===== src/hdl/sfbs_pkg.sv =====
// Shared types and constants for the screen fade blend stepper.
package sfbs_pkg;

  localparam int LEVEL_BITS   = 9;
  localparam int STEPS_BITS   = 8;
  localparam int TILE_BITS    = 8;
  localparam int OUT_LVL_BITS = 9;
  localparam int CMD_BITS     = 3;
  localparam int NUM_CH       = 3;
  localparam int CH_BITS      = 2;
  localparam int BIT_CNT_W    = $clog2(LEVEL_BITS);

  localparam logic [LEVEL_BITS-1:0] NEUTRAL_LEVEL = LEVEL_BITS'(9'h100);

  typedef enum logic [CMD_BITS-1:0] {
    CMD_TICK     = 3'd0,
    CMD_SET_SAVE = 3'd1,
    CMD_SET      = 3'd2,
    CMD_RESTORE  = 3'd3,
    CMD_RESET    = 3'd4
  } cmd_e;

  typedef enum logic [2:0] {
    ST_IDLE,
    ST_START,
    ST_DIV,
    ST_COMMIT,
    ST_FINISH
  } state_e;

  typedef struct packed {
    logic               ld_tgt;
    logic               save;
    logic               restore;
    logic               clr;
    logic               snap;
    logic               div_start;
    logic               div_step;
    logic               commit;
    logic               dec_steps;
    logic               out_load;
    logic [CH_BITS-1:0] ch;
  } dp_cmd_t;

  typedef struct packed {
    logic steps_zero;
    logic out_free;
  } dp_status_t;

endpackage


===== src/hdl/sfbs_ctrl.sv =====
// Sequencer that decodes commands and walks each frame tick with steps left through the three channel divisions.
module sfbs_ctrl (
  input  logic                             clk_i,
  input  logic                             rst_ni,
  input  logic                             in_valid_i,
  input  logic [sfbs_pkg::CMD_BITS-1:0]    cmd_i,
  input  sfbs_pkg::dp_status_t             status_i,
  output logic                             in_stall_o,
  output sfbs_pkg::dp_cmd_t                cmd_o
);
  import sfbs_pkg::*;

  state_e               state_q, state_d;
  logic [CH_BITS-1:0]   ch_q, ch_d;
  logic [BIT_CNT_W-1:0] bit_q, bit_d;

  always_ff @(posedge clk_i or negedge rst_ni) begin
    if (!rst_ni) begin
      state_q <= ST_IDLE;
      ch_q    <= '0;
      bit_q   <= '0;
    end else begin
      state_q <= state_d;
      ch_q    <= ch_d;
      bit_q   <= bit_d;
    end
  end

  always_comb begin
    state_d    = state_q;
    ch_d       = ch_q;
    bit_d      = bit_q;
    cmd_o      = '0;
    cmd_o.ch   = ch_q;
    in_stall_o = 1'b1;
    unique case (state_q)
      ST_IDLE: begin
        in_stall_o = 1'b0;
        if (in_valid_i) begin
          unique case (cmd_i)
            CMD_TICK: begin
              if (status_i.steps_zero) begin
                cmd_o.snap = 1'b1;
                state_d    = ST_FINISH;
              end else begin
                ch_d    = '0;
                state_d = ST_START;
              end
            end
            CMD_SET_SAVE: begin
              cmd_o.ld_tgt = 1'b1;
              cmd_o.save   = 1'b1;
            end
            CMD_SET:     cmd_o.ld_tgt  = 1'b1;
            CMD_RESTORE: cmd_o.restore = 1'b1;
            CMD_RESET:   cmd_o.clr     = 1'b1;
            default: ;
          endcase
        end
      end
      ST_START: begin
        cmd_o.div_start = 1'b1;
        bit_d           = '0;
        state_d         = ST_DIV;
      end
      ST_DIV: begin
        cmd_o.div_step = 1'b1;
        bit_d          = bit_q + 1'b1;
        if (bit_q == BIT_CNT_W'(LEVEL_BITS - 1)) begin
          state_d = ST_COMMIT;
        end
      end
      ST_COMMIT: begin
        cmd_o.commit = 1'b1;
        if (ch_q == CH_BITS'(NUM_CH - 1)) begin
          cmd_o.dec_steps = 1'b1;
          state_d         = ST_FINISH;
        end else begin
          ch_d    = ch_q + 1'b1;
          state_d = ST_START;
        end
      end
      ST_FINISH: begin
        if (status_i.out_free) begin
          cmd_o.out_load = 1'b1;
          state_d        = ST_IDLE;
        end
      end
      default: state_d = ST_IDLE;
    endcase
  end

endmodule


===== src/hdl/sfbs_datapath.sv =====
// Level registers, shared serial divider and blend tile output register.
module sfbs_datapath (
  input  logic                                clk_i,
  input  logic                                rst_ni,
  input  sfbs_pkg::dp_cmd_t                   cmd_i,
  output sfbs_pkg::dp_status_t                status_o,
  input  logic [sfbs_pkg::LEVEL_BITS-1:0]     new_red_i,
  input  logic [sfbs_pkg::LEVEL_BITS-1:0]     new_green_i,
  input  logic [sfbs_pkg::LEVEL_BITS-1:0]     new_blue_i,
  input  logic [sfbs_pkg::STEPS_BITS-1:0]     steps_i,
  input  logic                                out_stall_i,
  output logic                                out_valid_o,
  output logic                                draw_o,
  output logic                                subtractive_o,
  output logic [sfbs_pkg::TILE_BITS-1:0]      tile_red_o,
  output logic [sfbs_pkg::TILE_BITS-1:0]      tile_green_o,
  output logic [sfbs_pkg::TILE_BITS-1:0]      tile_blue_o,
  output logic [sfbs_pkg::OUT_LVL_BITS-1:0]   level_red_o,
  output logic [sfbs_pkg::OUT_LVL_BITS-1:0]   level_green_o,
  output logic [sfbs_pkg::OUT_LVL_BITS-1:0]   level_blue_o
);
  import sfbs_pkg::*;

  logic [LEVEL_BITS-1:0] cur_q [NUM_CH];
  logic [LEVEL_BITS-1:0] tgt_q [NUM_CH];
  logic [LEVEL_BITS-1:0] sav_q [NUM_CH];
  logic [LEVEL_BITS-1:0] new_lvl [NUM_CH];
  logic [STEPS_BITS-1:0] steps_q;

  // Divider: magnitude shifts out of quo_q while quotient bits shift in.
  logic [LEVEL_BITS-1:0] quo_q;
  logic [STEPS_BITS-1:0] rem_q;
  logic                  neg_q;

  logic signed [LEVEL_BITS:0] diff;
  logic [LEVEL_BITS-1:0]      mag;
  logic [STEPS_BITS:0]        rem_sh;
  logic                       fits;
  logic [STEPS_BITS:0]        rem_sub;
  logic [LEVEL_BITS-1:0]      delta;

  logic                  draw_c, sub_c;
  logic [TILE_BITS-1:0]  tile_c [NUM_CH];
  logic                  out_valid_q;
  logic                  draw_q, sub_q;
  logic [TILE_BITS-1:0]  tile_q [NUM_CH];
  logic [OUT_LVL_BITS-1:0] lvl_q [NUM_CH];

  assign new_lvl[0] = new_red_i;
  assign new_lvl[1] = new_green_i;
  assign new_lvl[2] = new_blue_i;

  assign diff    = $signed({1'b0, tgt_q[cmd_i.ch]}) - $signed({1'b0, cur_q[cmd_i.ch]});
  assign mag     = diff[LEVEL_BITS] ? LEVEL_BITS'(-diff) : diff[LEVEL_BITS-1:0];
  assign rem_sh  = {rem_q, quo_q[LEVEL_BITS-1]};
  assign fits    = rem_sh >= {1'b0, steps_q};
  assign rem_sub = rem_sh - {1'b0, steps_q};
  assign delta   = neg_q ? (~quo_q + 1'b1) : quo_q;

  always_ff @(posedge clk_i or negedge rst_ni) begin
    if (!rst_ni) begin
      for (int c = 0; c < NUM_CH; c++) begin
        cur_q[c] <= '0;
        tgt_q[c] <= '0;
        sav_q[c] <= '0;
      end
      steps_q <= '0;
    end else begin
      if (cmd_i.ld_tgt) begin
        for (int c = 0; c < NUM_CH; c++) tgt_q[c] <= new_lvl[c];
        steps_q <= steps_i;
      end
      if (cmd_i.save) begin
        for (int c = 0; c < NUM_CH; c++) sav_q[c] <= new_lvl[c];
      end
      if (cmd_i.restore) begin
        for (int c = 0; c < NUM_CH; c++) tgt_q[c] <= sav_q[c];
        steps_q <= steps_i;
      end
      if (cmd_i.clr) begin
        for (int c = 0; c < NUM_CH; c++) begin
          cur_q[c] <= '0;
          tgt_q[c] <= '0;
        end
        steps_q <= '0;
      end
      if (cmd_i.snap) begin
        for (int c = 0; c < NUM_CH; c++) cur_q[c] <= tgt_q[c];
      end
      if (cmd_i.commit) begin
        cur_q[cmd_i.ch] <= cur_q[cmd_i.ch] + delta;
      end
      if (cmd_i.dec_steps) begin
        steps_q <= steps_q - 1'b1;
      end
    end
  end

  always_ff @(posedge clk_i) begin
    if (cmd_i.div_start) begin
      quo_q <= mag;
      rem_q <= '0;
      neg_q <= diff[LEVEL_BITS];
    end else if (cmd_i.div_step) begin
      quo_q <= {quo_q[LEVEL_BITS-2:0], fits};
      rem_q <= fits ? rem_sub[STEPS_BITS-1:0] : rem_sh[STEPS_BITS-1:0];
    end
  end

  // Blend tile from the updated levels.
  always_comb begin
    draw_c = !(cur_q[0] == NEUTRAL_LEVEL && cur_q[1] == NEUTRAL_LEVEL &&
               cur_q[2] == NEUTRAL_LEVEL);
    sub_c  = draw_c && (cur_q[0] <= NEUTRAL_LEVEL);
    for (int c = 0; c < NUM_CH; c++) begin
      if (!draw_c) begin
        tile_c[c] = '0;
      end else if (!sub_c) begin
        tile_c[c] = TILE_BITS'(cur_q[c] - 1'b1);
      end else if (cur_q[c] == NEUTRAL_LEVEL) begin
        tile_c[c] = '0;
      end else begin
        tile_c[c] = ~cur_q[c][TILE_BITS-1:0];
      end
    end
  end

  always_ff @(posedge clk_i or negedge rst_ni) begin
    if (!rst_ni) begin
      out_valid_q <= 1'b0;
    end else if (cmd_i.out_load) begin
      out_valid_q <= 1'b1;
    end else if (!out_stall_i) begin
      out_valid_q <= 1'b0;
    end
  end

  always_ff @(posedge clk_i) begin
    if (cmd_i.out_load) begin
      draw_q <= draw_c;
      sub_q  <= sub_c;
      for (int c = 0; c < NUM_CH; c++) begin
        tile_q[c] <= tile_c[c];
        lvl_q[c]  <= cur_q[c][OUT_LVL_BITS-1:0];
      end
    end
  end

  assign status_o.steps_zero = (steps_q == '0);
  assign status_o.out_free   = !out_valid_q || !out_stall_i;

  assign out_valid_o   = out_valid_q;
  assign draw_o        = draw_q;
  assign subtractive_o = sub_q;
  assign tile_red_o    = tile_q[0];
  assign tile_green_o  = tile_q[1];
  assign tile_blue_o   = tile_q[2];
  assign level_red_o   = lvl_q[0];
  assign level_green_o = lvl_q[1];
  assign level_blue_o  = lvl_q[2];

endmodule


===== src/hdl/screen_fade_blend_stepper_unit.sv =====
// Screen fade blend stepper: top level joining the sequencer and the datapath.
//
// Input channel (in_valid_i / in_stall_o) takes one command item: a frame
// tick, a target load (with or without save), a restore of the saved target,
// or a reset of the fade state. Only a frame tick yields a result item on the
// output channel (out_valid_o / out_stall_i); other commands yield nothing.
// Load, restore and reset items take effect at the edge they are accepted,
// so those commands can follow each other every cycle.
// A frame tick with steps left runs three serial divisions, one per channel,
// through one shared restoring divider; each channel passes the start,
// divide and commit states, and the result is loaded once the output
// register is free. A tick with no steps left snaps the levels to the
// target and loads its result the same way. One item is in work at a
// time, so in_stall_o is high while a tick is computed.
// The result sits in an output register; new items are accepted while it
// waits, but a finished tick holds until the register is free.
// Reset clears all levels, the step count and the output valid.
module screen_fade_blend_stepper_unit (
  input  logic                                clk_i,
  input  logic                                rst_ni,
  input  logic                                in_valid_i,
  output logic                                in_stall_o,
  input  logic [sfbs_pkg::CMD_BITS-1:0]       cmd_i,
  input  logic [sfbs_pkg::LEVEL_BITS-1:0]     new_red_i,
  input  logic [sfbs_pkg::LEVEL_BITS-1:0]     new_green_i,
  input  logic [sfbs_pkg::LEVEL_BITS-1:0]     new_blue_i,
  input  logic [sfbs_pkg::STEPS_BITS-1:0]     steps_i,
  output logic                                out_valid_o,
  input  logic                                out_stall_i,
  output logic                                draw_o,
  output logic                                subtractive_o,
  output logic [sfbs_pkg::TILE_BITS-1:0]      tile_red_o,
  output logic [sfbs_pkg::TILE_BITS-1:0]      tile_green_o,
  output logic [sfbs_pkg::TILE_BITS-1:0]      tile_blue_o,
  output logic [sfbs_pkg::OUT_LVL_BITS-1:0]   level_red_o,
  output logic [sfbs_pkg::OUT_LVL_BITS-1:0]   level_green_o,
  output logic [sfbs_pkg::OUT_LVL_BITS-1:0]   level_blue_o
);
  import sfbs_pkg::*;

  dp_cmd_t    dp_cmd;
  dp_status_t dp_status;

  sfbs_ctrl u_ctrl (
    .clk_i      (clk_i),
    .rst_ni     (rst_ni),
    .in_valid_i (in_valid_i),
    .cmd_i      (cmd_i),
    .status_i   (dp_status),
    .in_stall_o (in_stall_o),
    .cmd_o      (dp_cmd)
  );

  sfbs_datapath u_datapath (
    .clk_i         (clk_i),
    .rst_ni        (rst_ni),
    .cmd_i         (dp_cmd),
    .status_o      (dp_status),
    .new_red_i     (new_red_i),
    .new_green_i   (new_green_i),
    .new_blue_i    (new_blue_i),
    .steps_i       (steps_i),
    .out_stall_i   (out_stall_i),
    .out_valid_o   (out_valid_o),
    .draw_o        (draw_o),
    .subtractive_o (subtractive_o),
    .tile_red_o    (tile_red_o),
    .tile_green_o  (tile_green_o),
    .tile_blue_o   (tile_blue_o),
    .level_red_o   (level_red_o),
    .level_green_o (level_green_o),
    .level_blue_o  (level_blue_o)
  );

endmodule


===== config.mk =====
export PLATFORM = sky130hd
export DESIGN_NAME = screen_fade_blend_stepper_unit
export DESIGN_NICKNAME = d
export VERILOG_FILES = /design/src/hdl/sfbs_pkg.sv /design/src/hdl/sfbs_ctrl.sv /design/src/hdl/sfbs_datapath.sv /design/src/hdl/screen_fade_blend_stepper_unit.sv
export SDC_FILE = /design/constraint.sdc
export NUM_CORES = 1
export LEC_CHECK = 0
export ABC_CLOCK_PERIOD_IN_PS = 5900
export BUFFER_PORTS_ARGS = -buffer_cell sky130_fd_sc_hd__buf_4
export CORE_MARGIN = 10
export CORE_UTILIZATION = 64
export DETAILED_ROUTE_END_ITERATION = 10
export GPL_TIMING_DRIVEN = 0
export PLACE_DENSITY = 0.88
export REMOVE_ABC_BUFFERS = 1
export SYNTH_ARGS = -nofsm -noshare
export SYNTH_HDL_FRONTEND = slang
export SYNTH_SLANG_ARGS = --single-unit

===== constraint.sdc =====
create_clock -name clk_i -period 5.9 [get_ports clk_i]
set_input_delay 0.885 -clock clk_i [delete_from_list [all_inputs] [get_ports clk_i]]
set_output_delay 0.885 -clock clk_i [all_outputs]
set_load 0.02 [all_outputs]

Word-level counts from Yosys, hierarchy flattened
Memories as Yosys holds them, arrays and structs flattened.
Cells that the tools add are included.
{"block": "totals", "elab_cells": 145, "mem_bits_ro": 0, "ff_bits": 119, "ram_bits": 51, "mem_count": 2, "latch_bits": 0}
{"name": "u_datapath.lvl_q", "words": 3, "word_bits": 9, "read_ports": 3, "rd_clocked_by_memory_dff": 0, "wr": 3, "line": "sfbs_datapath.sv:47", "source": "logic [OUT_LVL_BITS-1:0] lvl_q [NUM_CH];"}
{"name": "u_datapath.tile_q", "words": 3, "word_bits": 8, "read_ports": 3, "rd_clocked_by_memory_dff": 0, "wr": 3, "line": "sfbs_datapath.sv:46", "source": "logic [TILE_BITS-1:0] tile_q [NUM_CH];"}
{"block": "classes", "eq_ne": 20, "addsub": 11, "shift": 0, "n_mux": 65, "order_cmp": 4, "bitwise_logic": 5, "reduce_logical": 19, "div_mod_pow": 0, "mul": 0}
{"operator": "27-bit two-way mux", "n": 6}
{"operator": "8-bit two-way mux", "n": 14}
{"operator": "9-bit two-way mux", "n": 9}
{"operator": "9-bit binary-select mux with 2-bit select", "n": 2}
{"operator": "8-bit by 1-bit subtractor with 8-bit output (second input constant)", "n": 4}
{"operator": "27-bit bitwise mux", "n": 1}
{"operator": "9-bit equality test (second input constant)", "n": 3}
{"operator": "8-bit NOT", "n": 3}
{"operator": "9-bit demux with 2-bit select", "n": 1}
{"operator": "3-bit two-way mux", "n": 6}
{"operator": "1-bit two-way mux", "n": 16}
{"operator": "3-bit one-hot mux with 5 select lines", "n": 1}
{"operator": "3-bit by 2-bit equality test with 1-bit output (second input constant)", "n": 4}
{"operator": "2-bit two-way mux", "n": 5}
{"operator": "5-bit two-way mux", "n": 2}
{"operator": "2-bit inequality test (second input constant)", "n": 5}
{"operator": "9-bit by 9-bit subtractor with 10-bit output", "n": 1}
{"operator": "9-bit by 1-bit adder with 9-bit output (second input constant)", "n": 1}
{"operator": "9-bit adder", "n": 1}
{"operator": "9-bit by 8-bit >= comparator with 1-bit output", "n": 1}
{"operator": "9-bit <= comparator (second input constant)", "n": 1}
{"operator": "9-bit negation", "n": 1}
{"operator": "9-bit NOT", "n": 1}
{"operator": "8-bit zero test", "n": 1}
{"operator": "23 further kinds", "n": 34}

Longest topological paths before layout
Gate-level depths: netlist of run 1.
{"block": "logic_depth", "depth_word": 9, "depth_mapped": 15, "ltp_nobuf": 14}

Modules after synthesis
Synthesis of run 1 repeated with hierarchy kept, for this count alone.
{"block": "hier_totals", "hier_cells": 943, "area_unflattened_um2": 9436.6}
{"mod": "sfbs_datapath", "seq_area_each_um2": 4304.1, "cells_per_inst": 882, "n_inst": 1, "area_per_inst_um2": 8849.7}
{"mod": "sfbs_ctrl", "seq_area_each_um2": 225.2, "cells_per_inst": 61, "n_inst": 1, "area_per_inst_um2": 586.8}

Least setup slack after synthesis of run 1
Ideal clock, no wire load.
{"block": "synth_path", "path_type": "input to register", "startpoint": "input out_stall_i", "endpoint": "register u_datapath.draw_q, in the netlist u_datapath.draw_o, enable pin", "arrival_time_ns": 3.491, "setup_time_ns": 0.481, "path_buffers": 0, "stages": 1, "slack_ns": 1.927, "cell_sequence": "a21oi_1"}
{"block": "synth_between", "elab_chain_len": 4}
{"element": "start, declared", "line": "screen_fade_blend_stepper_unit.sv:29", "source": "input logic out_stall_i,"}
{"element": "1-bit zero test"}
{"element": "1-bit logical OR", "line": "sfbs_datapath.sv:150", "source": "assign status_o.out_free = !out_valid_q || !out_stall_i;"}
{"element": "1-bit two-way mux", "line": "sfbs_ctrl.sv:84", "source": "if (status_i.out_free) begin"}
{"element": "1-bit two-way mux", "line": "sfbs_ctrl.sv:36", "source": "unique case (state_q)"}
{"element": "end signal, assigned", "line": "sfbs_datapath.sv:140", "source": "draw_q <= draw_c;"}
{"element": "end, declared", "line": "sfbs_datapath.sv:45", "source": "logic draw_q, sub_q;"}
No other way between the ends.
A chain may end at the register's enable or synchronous reset.

Final worst setup path of run 1
{"block": "layout_path", "startpoint": "register u_ctrl.ch_q[0]", "endpoint": "register u_datapath.quo_q[8], data pin"}
{"block": "layout_between", "elab_chain_len": 8, "elab_cells_between_ends": 11, "cone_classes": "add/sub (2); mux (8); bitwise (1)"}
{"element": "start, declared", "line": "sfbs_ctrl.sv:14", "source": "logic [CH_BITS-1:0] ch_q, ch_d;"}
{"element": "start signal, assigned", "line": "sfbs_ctrl.sv:24", "source": "ch_q <= ch_d;"}
{"element": "2-bit NOT with 3-bit output (not written as such) *", "line": "sfbs_datapath.sv:53", "source": "assign diff = $signed({1'b0, tgt_q[cmd_i.ch]}) - $signed({1'b0, cur_q[cmd_i.ch]});"}
{"element": "9-bit binary-select mux with 2-bit select", "line": "sfbs_datapath.sv:53"}
{"element": "9-bit two-way mux (not written as such) (2 in series)", "line": "sfbs_datapath.sv:53"}
{"element": "9-bit by 9-bit subtractor with 10-bit output *", "line": "sfbs_datapath.sv:53"}
{"element": "9-bit negation", "line": "sfbs_datapath.sv:54", "source": "assign mag = diff[LEVEL_BITS] ? LEVEL_BITS'(-diff) : diff[LEVEL_BITS-1:0];"}
{"element": "9-bit two-way mux *", "line": "sfbs_datapath.sv:54"}
{"element": "9-bit two-way mux *", "line": "sfbs_datapath.sv:100", "source": "if (cmd_i.div_start) begin"}
{"element": "end signal, assigned", "line": "sfbs_datapath.sv:101", "source": "quo_q <= mag;"}
{"element": "end signal, assigned", "line": "sfbs_datapath.sv:105", "source": "quo_q <= {quo_q[LEVEL_BITS-2:0], fits};"}
{"element": "end, declared", "line": "sfbs_datapath.sv:31", "source": "logic [LEVEL_BITS-1:0] quo_q;"}
Every way passes the cells marked *; elsewhere a longest branch is shown, timed or not. The select of a mux whose other input is x is not followed.

==> results of run 1 <==
## power by group through the flow
stage               logic, mW  registers [mW]  clock network, mW
finish                   3.63            2.25               1.06
global route             4.04            2.29               1.12
floorplan                2.81            2.05                  0
global placement         3.41            2.20                  0
CTS                      3.61            2.22               1.07
detailed placement       3.55            2.24                  0
## worst max-delay path: stages, from the launching register on
cell     delay, ns
dfrtp_1       0.79
inv_1         0.19
nor2_2        0.63
nand2_1       0.11
o21ai_0       0.15
ha_1          0.22
inv_1         0.05
fa_1          0.40
a21o_1        0.19
a21oi_1       0.18
xnor2_1       0.14
nor4_2        0.40
a41oi_1       0.19
xnor2_1       0.16
o21ai_0       0.08
## worst paths after layout
check,cells past startpoint,to,startpoint
worst max register to register,14,u_datapath.quo_q[8],u_ctrl.ch_q[0]
min in group asynchronous,1,u_ctrl.bit_q[2],rst_ni
max in group asynchronous,1,u_datapath.steps_q[6],rst_ni
worst max-delay path,14,u_datapath.quo_q[8],u_ctrl.ch_q[0]
worst min-delay path,2,u_datapath.rem_q[3],u_datapath.rem_q[3]
worst min register to register,2,u_datapath.rem_q[3],u_datapath.rem_q[3]
## state kept, by name (all words and copies together) (netlist names)
register and count:
u_ctrl.bit_q 4, u_ctrl.ch_q 2, u_ctrl.state_q 3, u_datapath.cur_q 27, u_datapath.draw_o 1, u_datapath.lvl_q 27
u_datapath.neg_q 1, u_datapath.out_valid_o 1, u_datapath.quo_q 9, u_datapath.rem_q 8, u_datapath.sav_q 27, u_datapath.steps_q 8
u_datapath.subtractive_o 1, u_datapath.tgt_q 27, u_datapath.tile_q 24
## kinds of logic after synthesis
kind of cell / synth area share [%]
and+or+nand+nor: 16.5
adders and majority gates: 5.49
muxes: 8.44
buffers and inverters: 4.19
AOI/OAI and AO/OA: 13.1
xor gates and xnor gates: 3.58
DFF: 48.7
## metrics by stage
| stage | utilization, % | setup WS, ns | hold WS (ns) |
|---|---|---|---|
| 3_3_place_gp | 71.2 | 1.02 | 0.460 |
| 6_report | 76.2 | 1.73 | 0.466 |
| 4_1_cts | 76.2 | 1.75 | 0.468 |
| 5_1_grt | 76.2 | 1.39 | 0.514 |
| 3_5_place_dp | 72.3 | 1.79 | 0.460 |
| 2_1_floorplan | - | 1.93 | 0.445 |
## cells in the final DEF (no fill, tap or decap), drive strengths merged, types with 28 or more instances in the layout
| cell | instances |
|---|---|
| nand2 | 109 |
| buf | 101 |
| dfrtp | 99 |
| o21ai | 86 |
| nor2 | 82 |
| nand3 | 70 |
| edfxtp | 63 |
| mux2i | 48 |
| inv | 45 |
| a21oi | 41 |
| ha | 36 |
| xnor2 | 28 |
| a31oi | 28 |
## per-layer routing
metal | vias up | GRT usage, % | wire length, um
li1 | 3533 | - | -
met1 | 3542 | 27.8 | 8960
met2 | 355 | 36.3 | 10700
met3 | 60 | 6.56 | 2040
met4 | 0 | 9.46 | 659
met5 | - | 0 | 0
## cell type report
| type | count | area [um2] |
|---|---|---|
| clock buffer | 20 | 437 |
| fill | 949 | 3340 |
| sequential | 170 | 4530 |
| clock inverter | 12 | 116 |
| inverter | 40 | 150 |
| multi-input combinational | 687 | 4410 |
| timing repair buffer | 101 | 838 |
| tap | 180 | 225 |
==> key figures, run 1 <==
Outcome
  – Status: complete, no violations

Synth
  – Cell Area, Synth: 9300 um2
  – Share of the synthesized area in the top cell type: 26.6%
  – Top FF cell, synth: dfrtp_1
  – Top post-synthesis cells by area: dfrtp_1 (27%), edfxtp_1 (20%), mux2i_1 (5.2%)
  – Post-synth cell types: 66
  – Number of flops mapped to enable cells by yosys: 63
  – Post-synthesis cell count: 940
  – Ys Warns: 0
  – Post-synth top cells: nand2_1 (109), dfrtp_1 (99), nor2_1 (79)
  – FFs w/ async S/R, synth: 58.2%
  – Synthesized flop and latch total: 170
  – Largest area contributor in the netlist: dfrtp_1
  – Most common cell in the synthesized netlist: nand2_1
  – Sequential area share after synthesis: 48.7%
  – Mean Syn Cell Area: 9.89 um2

Die
  – Die W: 141 um
  – Core Rows: 43
  – Die ar.: 19700 um2
  – Vert. Die Dim: 141 um
  – Initial Util: 66.2%
  – Core area: 14000 um2
  – # IOs: 97

Layout
  – Ant diodes: 0
  – Area delta synth->final: 15.1%
  – Share of cells above drive strength 1: 17.1%
  – Final-stage net count: 1098
  – Design Area, Final: 10700 um2
  – Final Non-Filler Cells: 1210

Clock tree
  – Clk_lat worst skew: 0.45 ns
  – Setup Buffers After CTS: 0
  – Root buf cell: clkbuf_16
  – Resize count post-CTS: 0
  – CTS Hold Bufs: 0
  – Clock sinks: 170
  – Max Root-Sink Buffers: 2
  – H-Tree Depth: 4
  – CTS tree: yes
  – Clock buffer count from CTS: 17
  – Clk slew on worst S/H paths: 0.06 ns

GRT
  – Total gr overflow: 0
  – Largest net degree at the start of global routing: 100
  – Total global-route track usage: 22.6%
  – Initial antenna violation count: 0
  – Vias in the first global route: 7263
  – First-pass GRT wire length: 36400 um

Placed design
  – Cell count after placement: 1178
  – Placer congestion estimate: 0.919
  – Port bufs: 96
  – HPWL after detailed placement: 15800 um
  – DP Area: 10100 um2

Power and ir drop
  – Sw Pwr: 3.10 mW
  – Total power: 6.93 mW
  – Power Density: 648 nW/um2
  – Switching share of power: 44.7%
  – VDD IR max: 350 uV
  – Comb pwr share: 52.3%
  – Clock group share of total power: 15.3%
  – P_int: 3.83 mW
  – Part of the power in registers: 32.4%
  – Leak Pwr: 4.77 nW

Setup path
  – Kind of start point of the critical path: register
  – Endpoint class of the critical path: register
  – Critical Path Fanout Max: 23
  – CP Data Arrival Time: 4.34 ns
  – CP Class: reg -> reg
  – R2R setup slack: 1.73 ns
  – CP required: 6.07 ns

STA
  – Setup TNS: 0 ns
  – Clock skew after layout: 0.0138 ns
  – Unrepaired setup endpoints after global routing: false
  – Fin crit period: 4.17 ns
  – Final setup violation count: 0
  – Fin crit share: 70.7%
  – Slew Limit Fails: 0
  – FMAX: 240 MHz
  – Max-slew headroom: 5.17%
  – Final hold violation count: 0
  – Worst-margin pin slew: 1.42 ns

Drt
  – Initial DRC count: 884
  – Via count: 7490
  – Antenna viol nets, final: 0
  – DRC viols: 0
  – Total Wirelength: 22400 um
  – Vias/cell: 6.19
  – DRT Pass-1 Iters: 5
  – Wire per inst: 18.5 um

Run
  – Maxcap violations: 0

Hold path
  – Min-Delay Path Class: reg -> reg
No activity file was read; power rests on OpenSTA's default activity.
==> run 2, diff against run 1 <==
- ABC_CLOCK_PERIOD_IN_PS: 5900 -> 4300
- CORE_UTILIZATION: 64 -> 60
- PLACE_DENSITY: 0.88 -> 0.83
- clock period: 5.9 -> 4.3 ns (I/O delays scaled with it)
==> run 2 against run 1 <==
Against the previous run:
- global-route usage fell by 0.94 points
- power rose by 37%
- clock power rose by 44%
- die area rose by 5.7%
- via count fell by 1.4%
- combinational power rose by 36%
- sequential cell count did not move
- utilization fell by 5.5 points
- maximum frequency rose by 9.9%
- critical path depth did not move
- clock-buffer cell count fell by 3
- clock skew fell by 0.0080 ns
- largest cell class unchanged
==> key figures, run 2 (synthesis gave the netlist of run 1 again) <==
Outcome
  – Status: complete, no violations

STA
  – FMAX: 263 MHz
  – Final setup violation count: 0
  – Fin crit period: 3.80 ns
  – Slew Limit Fails: 0
  – Worst-margin pin slew: 1.32 ns
  – Clock skew after layout: 0.00578 ns
  – Max-slew headroom: 11.9%
  – Fin crit share: 88.3%
  – Final hold violation count: 0
  – Unrepaired setup endpoints after global routing: false

Die
  – Die ar.: 20900 um2
  – Initial Util: 61.2%
  – Vert. Die Dim: 144 um
  – Core Rows: 45
  – # IOs: 97
  – Core area: 15200 um2
  – Die W: 144 um

Drt
  – Total Wirelength: 22400 um
  – DRT Pass-1 Iters: 5
  – Wire per inst: 18.4 um
  – Initial DRC count: 703
  – DRC viols: 0
  – Via count: 7388
  – Vias/cell: 6.06
  – Antenna viol nets, final: 0

Setup path
  – CP top delay family: simple AND/OR/NAND/NOR gates
  – CP max-delay cell: dfrtp_2
  – Worst Path Buf+Inv: 2
  – R2R setup slack: 0.50 ns
  – CP Data Arrival Time: 3.96 ns
  – CP max stage delay: 0.62 ns
  – CP required: 4.46 ns
  – Crit-path cells: inv_1 > nor2_4 > nand2_1 > o21ai_0 > ha_1 > inv_1 > fa_1 > a21o_1 > a21oi_1 > xnor2_1 > nor4_2 > a41oi_1 > xnor2_1 > o21ai_0
  – Critical Path Fanout Max: 23
  – Kind of start point of the critical path: register
  – Endpoint class of the critical path: register
  – CP Class: reg -> reg

Power and ir drop
  – VDD IR max: 492 uV
  – Power Density: 885 nW/um2
  – Total power: 9.52 mW
  – Leak Pwr: 4.80 nW

GRT
  – First-pass GRT wire length: 36000 um
  – Total gr overflow: 0
  – Initial antenna violation count: 0
  – Total global-route track usage: 21.6%
  – Vias in the first global route: 7332
  – Largest net degree at the start of global routing: 100

Layout
  – Ant diodes: 0
  – Area delta synth->final: 15.7%
  – Most frequent cells in the layout: nand2_1 (109), dfrtp_1 (97), buf_4 (95), nor2_1 (79), o21ai_0 (71)
  – Final-stage net count: 1099
  – Fill count: 1126
  – Most common cell after layout, fill and taps aside: nand2_1
  – Final Non-Filler Cells: 1219
  – Share of cells above drive strength 1: 17.6%

Clock tree
  – H-Tree Depth: 4
  – Root buf cell: clkbuf_16
  – Max Root-Sink Buffers: 2
  – Clock sinks: 170
  – Clk_lat worst skew: 0.44 ns
  – CTS tree: yes
  – CTS Hold Bufs: 0
  – Clock buffer count from CTS: 17
  – Clk slew on worst S/H paths: 0.07 ns

Placed design
  – Placer congestion estimate: 0.908
  – HPWL after detailed placement: 16100 um
  – Port bufs: 96
  – Cell count after placement: 1187

Hold path
  – Min-Delay Path Class: in -> async

Run
  – Maxcap violations: 0
[run 2: per-stage QoR]
stage,worst slack (ns),instance area [um2],setup TNS (ns),util [%],hold WS (ns)
6_report,0.504,10800,0,70.8,0.293
5_1_grt,0.260,10800,0,70.8,0.394
4_1_cts,0.217,10800,0,70.7,0.378
3_5_place_dp,0.0461,10200,0,66.9,0.462
3_3_place_gp,-0.424,10000,-22.28,65.9,0.460
2_1_floorplan,0.567,9060,0,-,0.349
[run 2: routing by layer]
layer  routed length [um]  GRT usage, %  up-vias
met3                 1490          6.03       32
met4                  372          7.45        0
met5                    0             0        -
li1                     -             -     3522
met2                10800          35.9      260
met1                 9690          26.5     3574
[run 2: repair_timing]
action                     in CTS  in global routing
gates cloned                    0                  0
buffers inserted                0                  0
resized for setup               1                  2
setup endpoints to repair       1                  2
[run 2: path summary, 6_finish.rpt]
kind | from | endpoint | cells past startpoint
worst min register to register | u_datapath.rem_q[3] | u_datapath.rem_q[3] | 2
worst max-delay path | u_ctrl.ch_q[0] | u_datapath.quo_q[8] | 14
worst min-delay path | rst_ni | u_ctrl.bit_q[1] | 1
max in group asynchronous | rst_ni | u_ctrl.ch_q[1] | 1
worst max register to register | u_ctrl.ch_q[0] | u_datapath.quo_q[8] | 14
min in group clk_i | steps_i[3] | u_datapath.steps_q[3] | 3
[run 2: final cells by class]
cell class / count / area [um2] / area share (%)
multi-input combinational: 687 / 4410 / 41.0
clock buffer: 17 / 425 / 3.95
sequential: 170 / 4530 / 42.1
timing repair buffer: 102 / 850 / 7.90
tap: 188 / 235 / 2.19
clock inverter: 15 / 154 / 1.43
inverter: 40 / 150 / 1.40
[run 2: where the power goes]
part | internal [mW] | switching (mW) | total [mW]
Combinational | 2.10 | 2.82 | 4.93
Clock | 0.821 | 0.708 | 1.53
Sequential | 2.35 | 0.716 | 3.07
[run 2: worst register-to-register path, stage by stage, from the launching register on]
cell and delay (ns):
dfrtp_2 0.62, inv_1 0.19, nor2_4 0.44, nand2_1 0.11, o21ai_0 0.13, ha_1 0.21, inv_1 0.05, fa_1 0.40
a21o_1 0.19, a21oi_1 0.17, xnor2_1 0.14, nor4_2 0.39, a41oi_1 0.18, xnor2_1 0.18, o21ai_0 0.09
